`src/sv/cpbp_pkg.sv`:
```
`timescale 1ns / 1ps
// ----------------------------------------------------------------------------
// cpbp_pkg
// Shared types and constants for the CAN payload bit packer.
// ----------------------------------------------------------------------------
package cpbp_pkg;

   // field widths
   localparam int ID_W      = 29;
   localparam int BITS_W    = 7;
   localparam int PAY_W     = 64;
   localparam int STATUS_W  = 3;
   localparam int FILL_W    = 7;
   localparam int ENTRY_W   = FILL_W + PAY_W;

   // default table depth
   localparam int DEF_MAX_FRAMES = 8;

   // operation codes
   typedef enum logic [1:0] {
      OP_ADD   = 2'd0,
      OP_CLEAR = 2'd1,
      OP_SEND  = 2'd2,
      OP_NOP   = 2'd3
   } op_type;

   // result status codes
   typedef enum logic [STATUS_W-1:0] {
      ST_OK       = 3'd0,
      ST_ZERO     = 3'd1,
      ST_OVERFLOW = 3'd2,
      ST_FULL     = 3'd3,
      ST_NOTFOUND = 3'd4,
      ST_SENT     = 3'd5
   } status_type;

   // controller states
   typedef enum logic [1:0] {
      S_IDLE,
      S_SEARCH,
      S_ACCESS
   } state_type;

   // controller to datapath commands
   typedef struct packed {
      logic req_load;
      logic search;
      logic commit;
   } cmd_type;

   // datapath to controller status
   typedef struct packed {
      logic in_nop;
   } sts_type;

endpackage

```
`src/sv/cpbp_ram.sv`:
```
`timescale 1ns / 1ps
// ----------------------------------------------------------------------------
// cpbp_ram
// Generic single-write, single-read RAM with registered read data.
// ----------------------------------------------------------------------------
module cpbp_ram #(
   parameter int WIDTH  = 8,
   parameter int DEPTH  = 8,
   parameter int ADDR_W = (DEPTH > 1) ? $clog2(DEPTH) : 1
) (
   input  logic              clock,
   input  logic              wr_en,
   input  logic [ADDR_W-1:0] wr_addr,
   input  logic [WIDTH-1:0]  wr_data,
   input  logic              rd_en,
   input  logic [ADDR_W-1:0] rd_addr,
   output logic [WIDTH-1:0]  rd_data
);

   logic [WIDTH-1:0] mem_ff [DEPTH];
   logic [WIDTH-1:0] rd_data_ff;

   // write port
   always_ff @(posedge clock) begin
      if (wr_en) begin
         mem_ff[wr_addr] <= wr_data;
      end
   end

   // registered read port
   always_ff @(posedge clock) begin
      if (rd_en) begin
         rd_data_ff <= mem_ff[rd_addr];
      end
   end

   assign rd_data = rd_data_ff;

endmodule

```
`src/sv/cpbp_ctrl.sv`:
```
`timescale 1ns / 1ps
// ----------------------------------------------------------------------------
// cpbp_ctrl
// Sequencer for the bit packer: capture, table search, commit to result.
// ----------------------------------------------------------------------------
module cpbp_ctrl
   import cpbp_pkg::*;
(
   input  logic    clock,
   input  logic    reset,
   input  logic    req_valid,
   output logic    req_stall,
   output logic    rsp_valid,
   input  logic    rsp_stall,
   input  sts_type sts,
   output cmd_type cmd
);

   state_type state_ff, state_in;
   logic      rsp_valid_ff, rsp_valid_in;
   logic      out_free;

   // result register can take a new beat
   assign out_free = !rsp_valid_ff || !rsp_stall;

   // state and result valid registers
   always_ff @(posedge clock) begin
      if (reset) begin
         state_ff     <= S_IDLE;
         rsp_valid_ff <= 1'b0;
      end else begin
         state_ff     <= state_in;
         rsp_valid_ff <= rsp_valid_in;
      end
   end

   // next state and commands
   always_comb begin
      state_in     = state_ff;
      rsp_valid_in = rsp_valid_ff && rsp_stall;
      cmd          = '0;
      req_stall    = 1'b1;
      unique case (state_ff)
         S_IDLE: begin
            req_stall = 1'b0;
            if (req_valid) begin
               cmd.req_load = 1'b1;
               if (!sts.in_nop) begin
                  state_in = S_SEARCH;
               end
            end
         end
         S_SEARCH: begin
            cmd.search = 1'b1;
            state_in   = S_ACCESS;
         end
         S_ACCESS: begin
            if (out_free) begin
               cmd.commit   = 1'b1;
               rsp_valid_in = 1'b1;
               state_in     = S_IDLE;
            end
         end
         default: begin
            state_in = S_IDLE;
         end
      endcase
   end

   assign rsp_valid = rsp_valid_ff;

endmodule

```
`src/sv/cpbp_datapath.sv`:
```
`timescale 1ns / 1ps
// ----------------------------------------------------------------------------
// cpbp_datapath
// Frame table, identifier match, field packing and result register.
// ----------------------------------------------------------------------------
module cpbp_datapath
   import cpbp_pkg::*;
#(
   parameter int MAX_FRAMES = DEF_MAX_FRAMES
) (
   input  logic                clock,
   input  logic                reset,
   input  cmd_type             cmd,
   output sts_type             sts,
   input  logic [1:0]          req_op,
   input  logic [ID_W-1:0]     req_frame_id,
   input  logic [BITS_W-1:0]   req_field_bits,
   input  logic [PAY_W-1:0]    req_field_value,
   output logic [STATUS_W-1:0] rsp_status,
   output logic [ID_W-1:0]     rsp_out_id,
   output logic [PAY_W-1:0]    rsp_out_payload,
   output logic [FILL_W-1:0]   rsp_bits_used
);

   localparam int SLOT_W = (MAX_FRAMES > 1) ? $clog2(MAX_FRAMES) : 1;

   // captured request
   op_type              op_ff;
   logic [ID_W-1:0]     id_ff;
   logic [BITS_W-1:0]   bits_ff;
   logic [PAY_W-1:0]    value_ff;

   // identifier store, one comparator per entry
   logic [MAX_FRAMES-1:0] valid_ff;
   logic [ID_W-1:0]       tag_ff [MAX_FRAMES];

   // search result
   logic                hit_ff, room_ff;
   logic [SLOT_W-1:0]   slot_ff;
   logic [MAX_FRAMES-1:0] match;
   logic                hit, room;
   logic [SLOT_W-1:0]   hit_idx, free_idx, slot_sel;

   // commit signals
   logic [ENTRY_W-1:0]  rd_entry, wr_entry;
   logic [FILL_W-1:0]   old_fill, new_fill;
   logic [PAY_W-1:0]    old_pay, new_pay, mask, shifted;
   logic [FILL_W:0]     sum;
   logic                over, field_op, placed, alloc, wr_en;
   status_type          status;
   logic [FILL_W-1:0]   out_fill;
   logic [PAY_W-1:0]    out_pay;

   // result register
   logic [STATUS_W-1:0] status_ff;
   logic [ID_W-1:0]     out_id_ff;
   logic [PAY_W-1:0]    out_pay_ff;
   logic [FILL_W-1:0]   out_fill_ff;

   assign sts.in_nop = (op_type'(req_op) == OP_NOP);

   // request capture
   always_ff @(posedge clock) begin
      if (cmd.req_load) begin
         op_ff    <= op_type'(req_op);
         id_ff    <= req_frame_id;
         bits_ff  <= req_field_bits;
         value_ff <= req_field_value;
      end
   end

   // parallel identifier match, lowest match and lowest free slot
   always_comb begin
      hit_idx  = '0;
      free_idx = '0;
      for (int i = MAX_FRAMES - 1; i >= 0; i--) begin
         match[i] = valid_ff[i] && (tag_ff[i] == id_ff);
         if (match[i]) begin
            hit_idx = SLOT_W'(i);
         end
         if (!valid_ff[i]) begin
            free_idx = SLOT_W'(i);
         end
      end
      hit      = |match;
      room     = !(&valid_ff);
      slot_sel = hit ? hit_idx : free_idx;
   end

   // search result register
   always_ff @(posedge clock) begin
      if (cmd.search) begin
         hit_ff  <= hit;
         room_ff <= room;
         slot_ff <= slot_sel;
      end
   end

   // payload and fill storage
   cpbp_ram #(
      .WIDTH  (ENTRY_W),
      .DEPTH  (MAX_FRAMES),
      .ADDR_W (SLOT_W)
   ) u_ram (
      .clock   (clock),
      .wr_en   (wr_en),
      .wr_addr (slot_ff),
      .wr_data (wr_entry),
      .rd_en   (cmd.search),
      .rd_addr (slot_sel),
      .rd_data (rd_entry)
   );

   // field packing and result selection
   always_comb begin
      old_fill = hit_ff ? rd_entry[ENTRY_W-1:PAY_W] : '0;
      old_pay  = hit_ff ? rd_entry[PAY_W-1:0] : '0;
      sum      = {1'b0, old_fill} + {1'b0, bits_ff};
      over     = sum > (FILL_W + 1)'(PAY_W);
      mask     = bits_ff[BITS_W-1] ? '1 : ((PAY_W'(1) << bits_ff[BITS_W-2:0]) - PAY_W'(1));
      shifted  = (value_ff & mask) << old_fill[FILL_W-2:0];
      field_op = (op_ff == OP_CLEAR) || ((op_ff == OP_ADD) && (bits_ff != '0));
      placed   = hit_ff || room_ff;
      alloc    = field_op && !hit_ff && room_ff;
      new_fill = old_fill;
      new_pay  = old_pay;
      out_fill = old_fill;
      out_pay  = old_pay;
      status   = ST_OK;
      unique case (op_ff)
         OP_ADD: begin
            if (bits_ff == '0) begin
               status = ST_ZERO;
            end else if (!placed) begin
               status = ST_FULL;
            end else if (over) begin
               status = ST_OVERFLOW;
            end else begin
               new_fill = sum[FILL_W-1:0];
               new_pay  = old_pay | shifted;
               out_fill = new_fill;
               out_pay  = new_pay;
            end
         end
         OP_CLEAR: begin
            new_fill = '0;
            new_pay  = '0;
            out_fill = '0;
            out_pay  = '0;
            status   = placed ? ST_OK : ST_FULL;
         end
         OP_SEND: begin
            status = hit_ff ? ST_SENT : ST_NOTFOUND;
         end
         default: begin
            status = ST_OK;
         end
      endcase
      wr_en    = cmd.commit && field_op && placed;
      wr_entry = {new_fill, new_pay};
   end

   // identifier store, valid bits cleared by reset
   always_ff @(posedge clock) begin
      if (reset) begin
         valid_ff <= '0;
      end else if (cmd.commit && alloc) begin
         valid_ff[slot_ff] <= 1'b1;
      end
   end

   always_ff @(posedge clock) begin
      if (cmd.commit && alloc) begin
         tag_ff[slot_ff] <= id_ff;
      end
   end

   // result register
   always_ff @(posedge clock) begin
      if (cmd.commit) begin
         status_ff   <= status;
         out_id_ff   <= id_ff;
         out_pay_ff  <= out_pay;
         out_fill_ff <= out_fill;
      end
   end

   assign rsp_status      = status_ff;
   assign rsp_out_id      = out_id_ff;
   assign rsp_out_payload = out_pay_ff;
   assign rsp_bits_used   = out_fill_ff;

endmodule

```
`src/sv/can_payload_bit_packer.sv`:
```
`timescale 1ns / 1ps
// ----------------------------------------------------------------------------
// can_payload_bit_packer
// Table of CAN frames keyed by identifier; packs fields into 64-bit payloads.
// ----------------------------------------------------------------------------
// Each request beat runs through capture, a search that compares the
// identifier against every table entry in parallel while the RAM read of
// the matching (or lowest free) slot is issued, and a commit that uses the
// registered read of the payload RAM to update the entry and load the
// result register. An op code of 3 is dropped at capture with no result.
// A result waiting in the output register holds the commit back, and the
// request side stays stalled until that commit is done. The table holds
// MAX_FRAMES entries that only reset removes; status 3 reports a full
// table.
// ----------------------------------------------------------------------------
module can_payload_bit_packer
   import cpbp_pkg::*;
#(
   parameter int MAX_FRAMES = DEF_MAX_FRAMES
) (
   input  logic                clock,
   input  logic                reset,
   input  logic                req_valid,
   output logic                req_stall,
   input  logic [1:0]          req_op,
   input  logic [ID_W-1:0]     req_frame_id,
   input  logic [BITS_W-1:0]   req_field_bits,
   input  logic [PAY_W-1:0]    req_field_value,
   output logic                rsp_valid,
   input  logic                rsp_stall,
   output logic [STATUS_W-1:0] rsp_status,
   output logic [ID_W-1:0]     rsp_out_id,
   output logic [PAY_W-1:0]    rsp_out_payload,
   output logic [FILL_W-1:0]   rsp_bits_used
);

   cmd_type cmd;
   sts_type sts;

   // sequencer
   cpbp_ctrl u_ctrl (
      .clock     (clock),
      .reset     (reset),
      .req_valid (req_valid),
      .req_stall (req_stall),
      .rsp_valid (rsp_valid),
      .rsp_stall (rsp_stall),
      .sts       (sts),
      .cmd       (cmd)
   );

   // table and packing datapath
   cpbp_datapath #(
      .MAX_FRAMES (MAX_FRAMES)
   ) u_datapath (
      .clock           (clock),
      .reset           (reset),
      .cmd             (cmd),
      .sts             (sts),
      .req_op          (req_op),
      .req_frame_id    (req_frame_id),
      .req_field_bits  (req_field_bits),
      .req_field_value (req_field_value),
      .rsp_status      (rsp_status),
      .rsp_out_id      (rsp_out_id),
      .rsp_out_payload (rsp_out_payload),
      .rsp_bits_used   (rsp_bits_used)
   );

endmodule

```
`config.mk`:
```
export PLATFORM = sky130hd
export DESIGN_NAME = can_payload_bit_packer
export DESIGN_NICKNAME = d
export VERILOG_FILES = /design/src/sv/cpbp_pkg.sv /design/src/sv/cpbp_ram.sv /design/src/sv/cpbp_ctrl.sv /design/src/sv/cpbp_datapath.sv /design/src/sv/can_payload_bit_packer.sv
export SDC_FILE = /design/constraint.sdc
export NUM_CORES = 2
export LEC_CHECK = 0
export BUFFER_PORTS_ARGS = -buffer_cell sky130_fd_sc_hd__buf_2
export CAP_MARGIN = 5
export CORE_ASPECT_RATIO = 1.4
export CORE_MARGIN = 4
export CORE_UTILIZATION = 55
export DETAILED_ROUTE_END_ITERATION = 8
export PLACE_DENSITY = 0.77
export SKIP_LAST_GASP = 1
export SYNTH_ARGS = -nofsm -noshare
export SYNTH_HDL_FRONTEND = slang
export SYNTH_SLANG_ARGS = --single-unit
```
`constraint.sdc`:
```
create_clock -name clock -period 13.59 [get_ports clock]
set_clock_uncertainty 0.15 [all_clocks]
set_input_delay 1.359 -clock clock [delete_from_list [all_inputs] [get_ports clock]]
set_output_delay 1.359 -clock clock [all_outputs]
set_load 0.01 [all_outputs]
```
# Word level (Yosys, flattened, before mapping)
# Memories as Yosys holds them, arrays and structs flattened. A register that Yosys moved wholly into a read port is not among the register bits.
# Cells that the tools add are included.
[totals] elab_cells=124 mem_bits_rw=800 n_memories=2 in_bits=106 reg_bits=221
[classes] eq_ne=16 shift=2 bitwise=3 muxes=52 n_addsub=2 reduce_logical=30 order_cmp=3
[mem_list] memory="u_datapath.u_ram.mem_ff" words=8 word_bits=71 rd=1 rd_ports_with_merged_regs=1 write_ports=1 line="cpbp_ram.sv:20" source="logic [WIDTH-1:0] mem_ff [DEPTH];"
[mem_list] memory="u_datapath.tag_ff" words=8 word_bits=29 rd=8 rd_ports_with_merged_regs=0 write_ports=1 line="cpbp_datapath.sv:35" source="logic [ID_W-1:0] tag_ff [MAX_FRAMES];"
[ops] cell="$mux 64" count=5
[ops] cell="$eq 29x29->1" count=8
[ops] cell="$pmux 64 s2" count=1
[ops] cell="$and 64x64->64" count=1
[ops] cell="$or 64x64->64" count=1
[ops] cell="$shl 1x6->64 const A" count=1
[ops] cell="$shl 64x6->64" count=1
[ops] cell="$sub 64x1->64 const B" count=1
[ops] cell="$mux 3" count=19
[ops] cell="$mux 7" count=4
[ops] cell="$logic_and 1x1->1" count=16
[ops] cell="$mux 1" count=14
[ops] cell="$pmux 7 s2" count=1
[ops] cell="$mux 2" count=5
[ops] cell="$pmux 3 s3" count=1
[ops] cell="$add 7x7->8" count=1
[ops] cell="$gt 8x7->1 const B" count=1
[ops] cell="$or 8x8->8" count=1
[ops] cell="$reduce_and 8->1" count=1
[ops] cell="$reduce_or 8->1" count=1
[ops] cell="$logic_not 7->1" count=1
[ops] cell="$reduce_bool 7->1" count=1
[ops] cell="$eq 2x2->1 const B" count=3
[ops] cell="$pmux 2 s3" count=1
[ops] cell="10 further kinds" count=18

# Logic depth before layout (Yosys ltp)
# An unclocked memory read counts as a cell.
[depth] ltp_word=12 ltp_mapped=19

# Cells and area by module
# From an unflattened synthesis, not the netlist that was laid out.
[hier_totals] cells_unflattened=3076 hier_area_um2=48066.1
[modules_own_cells] mod="cpbp_datapath" area_each_um2=24442.2 instances=1 cells_each=2156 seq_area_each_um2=13432.9
[modules_own_cells] mod="cpbp_ram" area_each_um2=23481.3 instances=1 cells_each=905 seq_area_each_um2=19188.4
[modules_own_cells] mod="cpbp_ctrl" area_each_um2=142.6 instances=1 cells_each=15 seq_area_each_um2=60.1

# Worst setup path before layout
# OpenSTA, ideal clock, no wires.
[synth_timing] kind="input to register" start="input rsp_stall" end="memory u_datapath.u_ram.mem_ff[4][0] in the netlist's numbering (enable)" setup_time_ns=0.587 required_ns=12.853 n_path_buf=0 slack_ns=0.789 arrival_time_ns=12.064 stages=3 path_cell_list="a21oi_1 nand4_1 nor3_1"
[synth_via] elab_chain_cells=8
[synth_rtl] element="start: declaration" line="can_payload_bit_packer.sv:30" source="input logic rsp_stall,"
[synth_rtl] element="$logic_not 1->1" line="cpbp_ctrl.sv:24" source="assign out_free = !rsp_valid_ff || !rsp_stall;"
[synth_rtl] element="$logic_or 1x1->1" line="cpbp_ctrl.sv:24"
[synth_rtl] element="$mux 1" line="cpbp_ctrl.sv:58" source="if (out_free) begin"
[synth_rtl] element="$mux 1" line="cpbp_ctrl.sv:43" source="unique case (state_ff)"
[synth_rtl] element="$logic_and 1x1->1 (2 in series)" line="cpbp_datapath.sv:159" source="wr_en = cmd.commit && field_op && placed;"
[synth_rtl] element="$mux 1" line="cpbp_ram.sv:25" source="if (wr_en) begin"
[synth_rtl] element="$mux 1 (not written as such)" line="cpbp_ram.sv:26" source="mem_ff[wr_addr] <= wr_data;"
[synth_rtl] element="end: declaration" line="cpbp_ram.sv:20"
# No other way between the ends.

# Worst setup path after layout
[layout_timing] start="register u_datapath.hit_ff" end="register u_datapath.out_pay_ff[14] (netlist: u_datapath.rsp_out_payload[14]) (data pin)"
[layout_via] elab_chain_cells=7 elab_cells_between_ends=11 classes_between="add/sub: 1; order compare: 1; shift: 1; mux: 6; bitwise: 1; reduce/logical: 1"
[layout_rtl] element="start: declaration" line="cpbp_datapath.sv:38" source="logic hit_ff, room_ff;"
[layout_rtl] element="start signal: assignment" line="cpbp_datapath.sv:93" source="hit_ff <= hit;"
[layout_rtl] element="$mux 7" line="cpbp_datapath.sv:116" source="old_fill = hit_ff ? rd_entry[ENTRY_W-1:PAY_W] : '0;"
[layout_rtl] element="$add 7x7->8 / $shl 64x6->64 (equally long branches)" line="cpbp_datapath.sv:118, cpbp_datapath.sv:121"
[layout_rtl] element="$gt 8x7->1 / $or 64x64->64 (equally long branches)" line="cpbp_datapath.sv:119, cpbp_datapath.sv:140"
[layout_rtl] element="$mux 64 (3 in series)"
[layout_rtl] element="$pmux 64 s2 (*)"
[layout_rtl] element="named net u_datapath.new_pay[14]" line="cpbp_datapath.sv:47" source="logic [PAY_W-1:0] old_pay, new_pay, mask, shifted;"
[layout_rtl] element="end signal: assignment" line="cpbp_datapath.sv:183" source="out_pay_ff <= out_pay;"
[layout_rtl] element="end: declaration" line="cpbp_datapath.sv:57" source="logic [PAY_W-1:0] out_pay_ff;"
# The timed path passes the listed nets; every way through them passes the cells marked *.
# A chain may end at the register's enable or synchronous reset.

==> metrics.cfg <==
[run_status]
status = completed

[clock_tree]
post_cts_buffers = 0
htree_levels = 3
clockBufferDepth = 3
clk_pin_slew_ps = 60
postCtsHoldBufs = 0
cts_resized = 0
cts_sinks = 1092
tritoncts = yes
cts_root_buf = clkbuf_16
clk_latency_ps = 690
cts_buffers = 99

[cells_and_area]
multi_input_area_um2 = 15000
syn_to_final_growth_pct = 11.2
layout.nets = 3572
design_area_um2 = 54200
regArea_um2 = 32700
drive_above_1_share_pct = 16.6
fillCellCount = 6449

[worst_setup_path]
slowest_delay_ps = 1090
crit_path_max_fanout = 56
crit_arrival_ps = 6640
critPathRequiredTime_ps = 13750
worst_setup_path_end_kind = flop
cp_slowest_cell = o21ai_0
path_cells = buf_4 > nand2_2 > buf_4 > inv_1 > buf_4 > ha_1 > a211oi_1 > o21ai_0 > a21o_1 > a211oi_1 > nand3_1 > nor2_1 > buf_4 > nand2_1 > o21ai_0
crit_type = flop to flop
cp-start-kind = flop
cp_common_cell = buf_4
cp_top_family = compound AO/OA/AOI/OAI gates
path_buf_inv = 5

[flow_run]
cap_violations = 0

[synth]
yosysTopAreaCellShare_pct = 66.6
yosysWarnings = 0
synth_edf_count = 1081
netlist_top_cells_count = edfxtp_1, mux2i_1, nand2_1, xnor2_1, nor2_1
synth.yosys.seq_area_share_pct = 67.0
avgSynthCellArea_um2 = 14.9
synth_area_leaders = edfxtp_1, mux2i_1, xnor2_1
synth.most_common_cell = edfxtp_1
yosys_register_bits = 1092
yosysTopAreaCell = edfxtp_1
netlist-cell-type-count = 99
ys.flop_type = edfxtp_1
synthArstFlopShare_pct = 0
syn_inst = 3266
syn_nets = 3381
syn_area_um2 = 48800

[drt]
wl_per_cell_um = 28.1
dr.pass1.iters = 7
drtAntennaViolNets = 0
drc = 0
postRouteWirelength_um = 132000
post_drt_via_cell_ratio = 6.35
via_count = 29900
drtIter0Drc = 3831

[power_and_ir_drop]
peakVddDrop_uv = 106
leakagePower_nw = 18.5
seqPwrFrac_pct = 54.1
switching_power_mw = 1.58
swShare_pct = 22.6
p_comb_share_pct = 6.7
power_density_nw_per_um2 = 129
p_int_mw = 5.42
clkPwrFrac_pct = 39.2

[global_route]
grt_max_degree = 132
grt_pass1_wl_um = 191000
antenna_found_initial = 4
grtUsageMet2_pct = 47.6
grt.busiest_layer = met2
grtUsageMet3_pct = 4.24
track_usage_pct = 27.5
grt_pass1_vias = 29100
overflow = 0
use_met1_pct = 34.2

[floorplan]
io-pin-count = 211
die_x_um = 260
die-area_um2 = 93500
core_um2 = 87400
start_util_pct = 55.8
rows = 128
die_h_um = 360

[timing]
tns_ps = 0
finalCritPeriodShare_pct = 47.7
fmax_ghz = 0.154
rsz0062_at_grt = false
min_period_ps = 6490
hold_viol_final = 0
setup_viol = 0
worstMarginPinSlew_ps = 1320
slew_headroom_pct = 11.2
slew_violations = 0

[min_path]
min_path_type = flop to flop

[place]
gp_congestion = 1.08
hpwl_um = 86000
portBuffers = 210
dpl_cell_area_um2 = 51000

## state kept, by name (all words and copies together), names as in the netlist, 3 cells and up
signal,count
u_datapath.rsp_status,3
u_datapath.bits_ff,7
u_datapath.tag_ff,232
u_datapath.u_ram.mem_ff,568
u_datapath.u_ram.rd_data,71
u_datapath.id_ff,29
u_datapath.rsp_out_id,29
u_datapath.rsp_out_payload,64
u_datapath.rsp_bits_used,7
u_datapath.slot_ff,3
u_datapath.value_ff,64
u_datapath.valid_ff,8
## power by group through the flow
stage / sequential, mW / clock [mW] / combinational [mW]
floorplan: 3.85 / 0 / 0.278
global placement: 3.86 / 0 / 0.453
detailed placement: 3.86 / 0 / 0.457
CTS: 3.79 / 2.78 / 0.460
global route: 3.79 / 2.93 / 0.497
finish: 3.79 / 2.74 / 0.472
## per-stage QoR
step           setup WS, ps  power [mW]  hold WS, ps  util (%)  cells
6_report               7100        7.00          304      62.0   4700
5_1_grt                6770        7.22          309      62.0   4699
4_1_cts                7280        7.03          308      62.0   4699
3_5_place_dp           7330        4.32          300      58.3   4526
3_3_place_gp           7370        4.31          300      58.3   4526
2_1_floorplan           789        4.13          343         -   3266
## logic make-up (layout without fill, tap and decap cells)
family                   after synthesis  in the layout  share of synthesized area (%)
flip-flops                          1092           1092                           67.0
AND/OR/NAND/NOR                      573            573                           5.79
multiplexers                         571            571                           12.0
AO/OA/AOI/OAI                        546            546                           8.10
buffers and inverters                238            501                           2.59
XOR/XNOR                             237            237                           4.26
adder cells (fa/ha/maj)                9              9                          0.246
other                                  0              1                              0
## worst paths after layout
path | from | to | slack, ps | depth (start not counted)
worst min-delay path | u_datapath.id_ff[7]$_DFFE_PP_ | u_datapath.rsp_out_id[7]$_DFFE_PP_ | 300 | 0
worst max-delay path | u_datapath.hit_ff$_DFFE_PN_ | u_datapath.rsp_out_payload[14]$_DFFE_PP_ | 7100 | 15
worst min register to register | u_datapath.id_ff[7]$_DFFE_PP_ | u_datapath.rsp_out_id[7]$_DFFE_PP_ | 300 | 0
worst max register to register | u_datapath.hit_ff$_DFFE_PN_ | u_datapath.rsp_out_payload[14]$_DFFE_PP_ | 7100 | 15
## layout make-up
| class | count | area share, % |
|---|---|---|
| antenna | 1 | 0.00462 |
| clock buffer | 114 | 4.71 |
| clock inverter | 59 | 1.22 |
| inverter | 25 | 0.173 |
| multi-input combinational | 1936 | 27.6 |
| sequential | 1092 | 60.3 |
| tap | 1170 | 2.70 |
| timing repair buffer | 303 | 3.27 |
## worst register-to-register path, delay by kind of cell, from the launching register on
kind | cells | cell delay, ps
fa+ha+maj | 1 | 330
compound gates | 5 | 2450
buf+inv | 5 | 1500
flops | 1 | 360
simple gates | 4 | 1300
## per-layer routing
layer  vias to the layer above  share of wire [%]
li1                      13100                  -
met1                     14800                 37
met2                      1632                 50
met3                       370                7.7
met4                         2                5.5
met5                         -             0.0098
## placed cells by master (no fill, tap or decap), types with 12 or more instances in the layout
cell type	count
clkinv_1	25
mux2_2	88
a31oi_1	27
a211oi_1	20
inv_1	23
edfxtp_1	1081
a2bb2oi_1	12
clkbuf_16	99
a221oi_1	16
nand3_1	32
xnor2_1	155
mux2i_1	481
clkbuf_1	13
nand4_1	47
buf_2	210
nor2_1	112
and3_1	20
nor3_1	30
nand2_1	194
xor2_1	82
buf_4	91
o21a_1	12
a21oi_1	72
nand2b_1	15
o21ai_0	103
o22ai_1	24
o221ai_1	15
o31ai_1	18
o211ai_1	39
a22o_1	22
nor4_1	32
(Power assumes the default switching activity.)
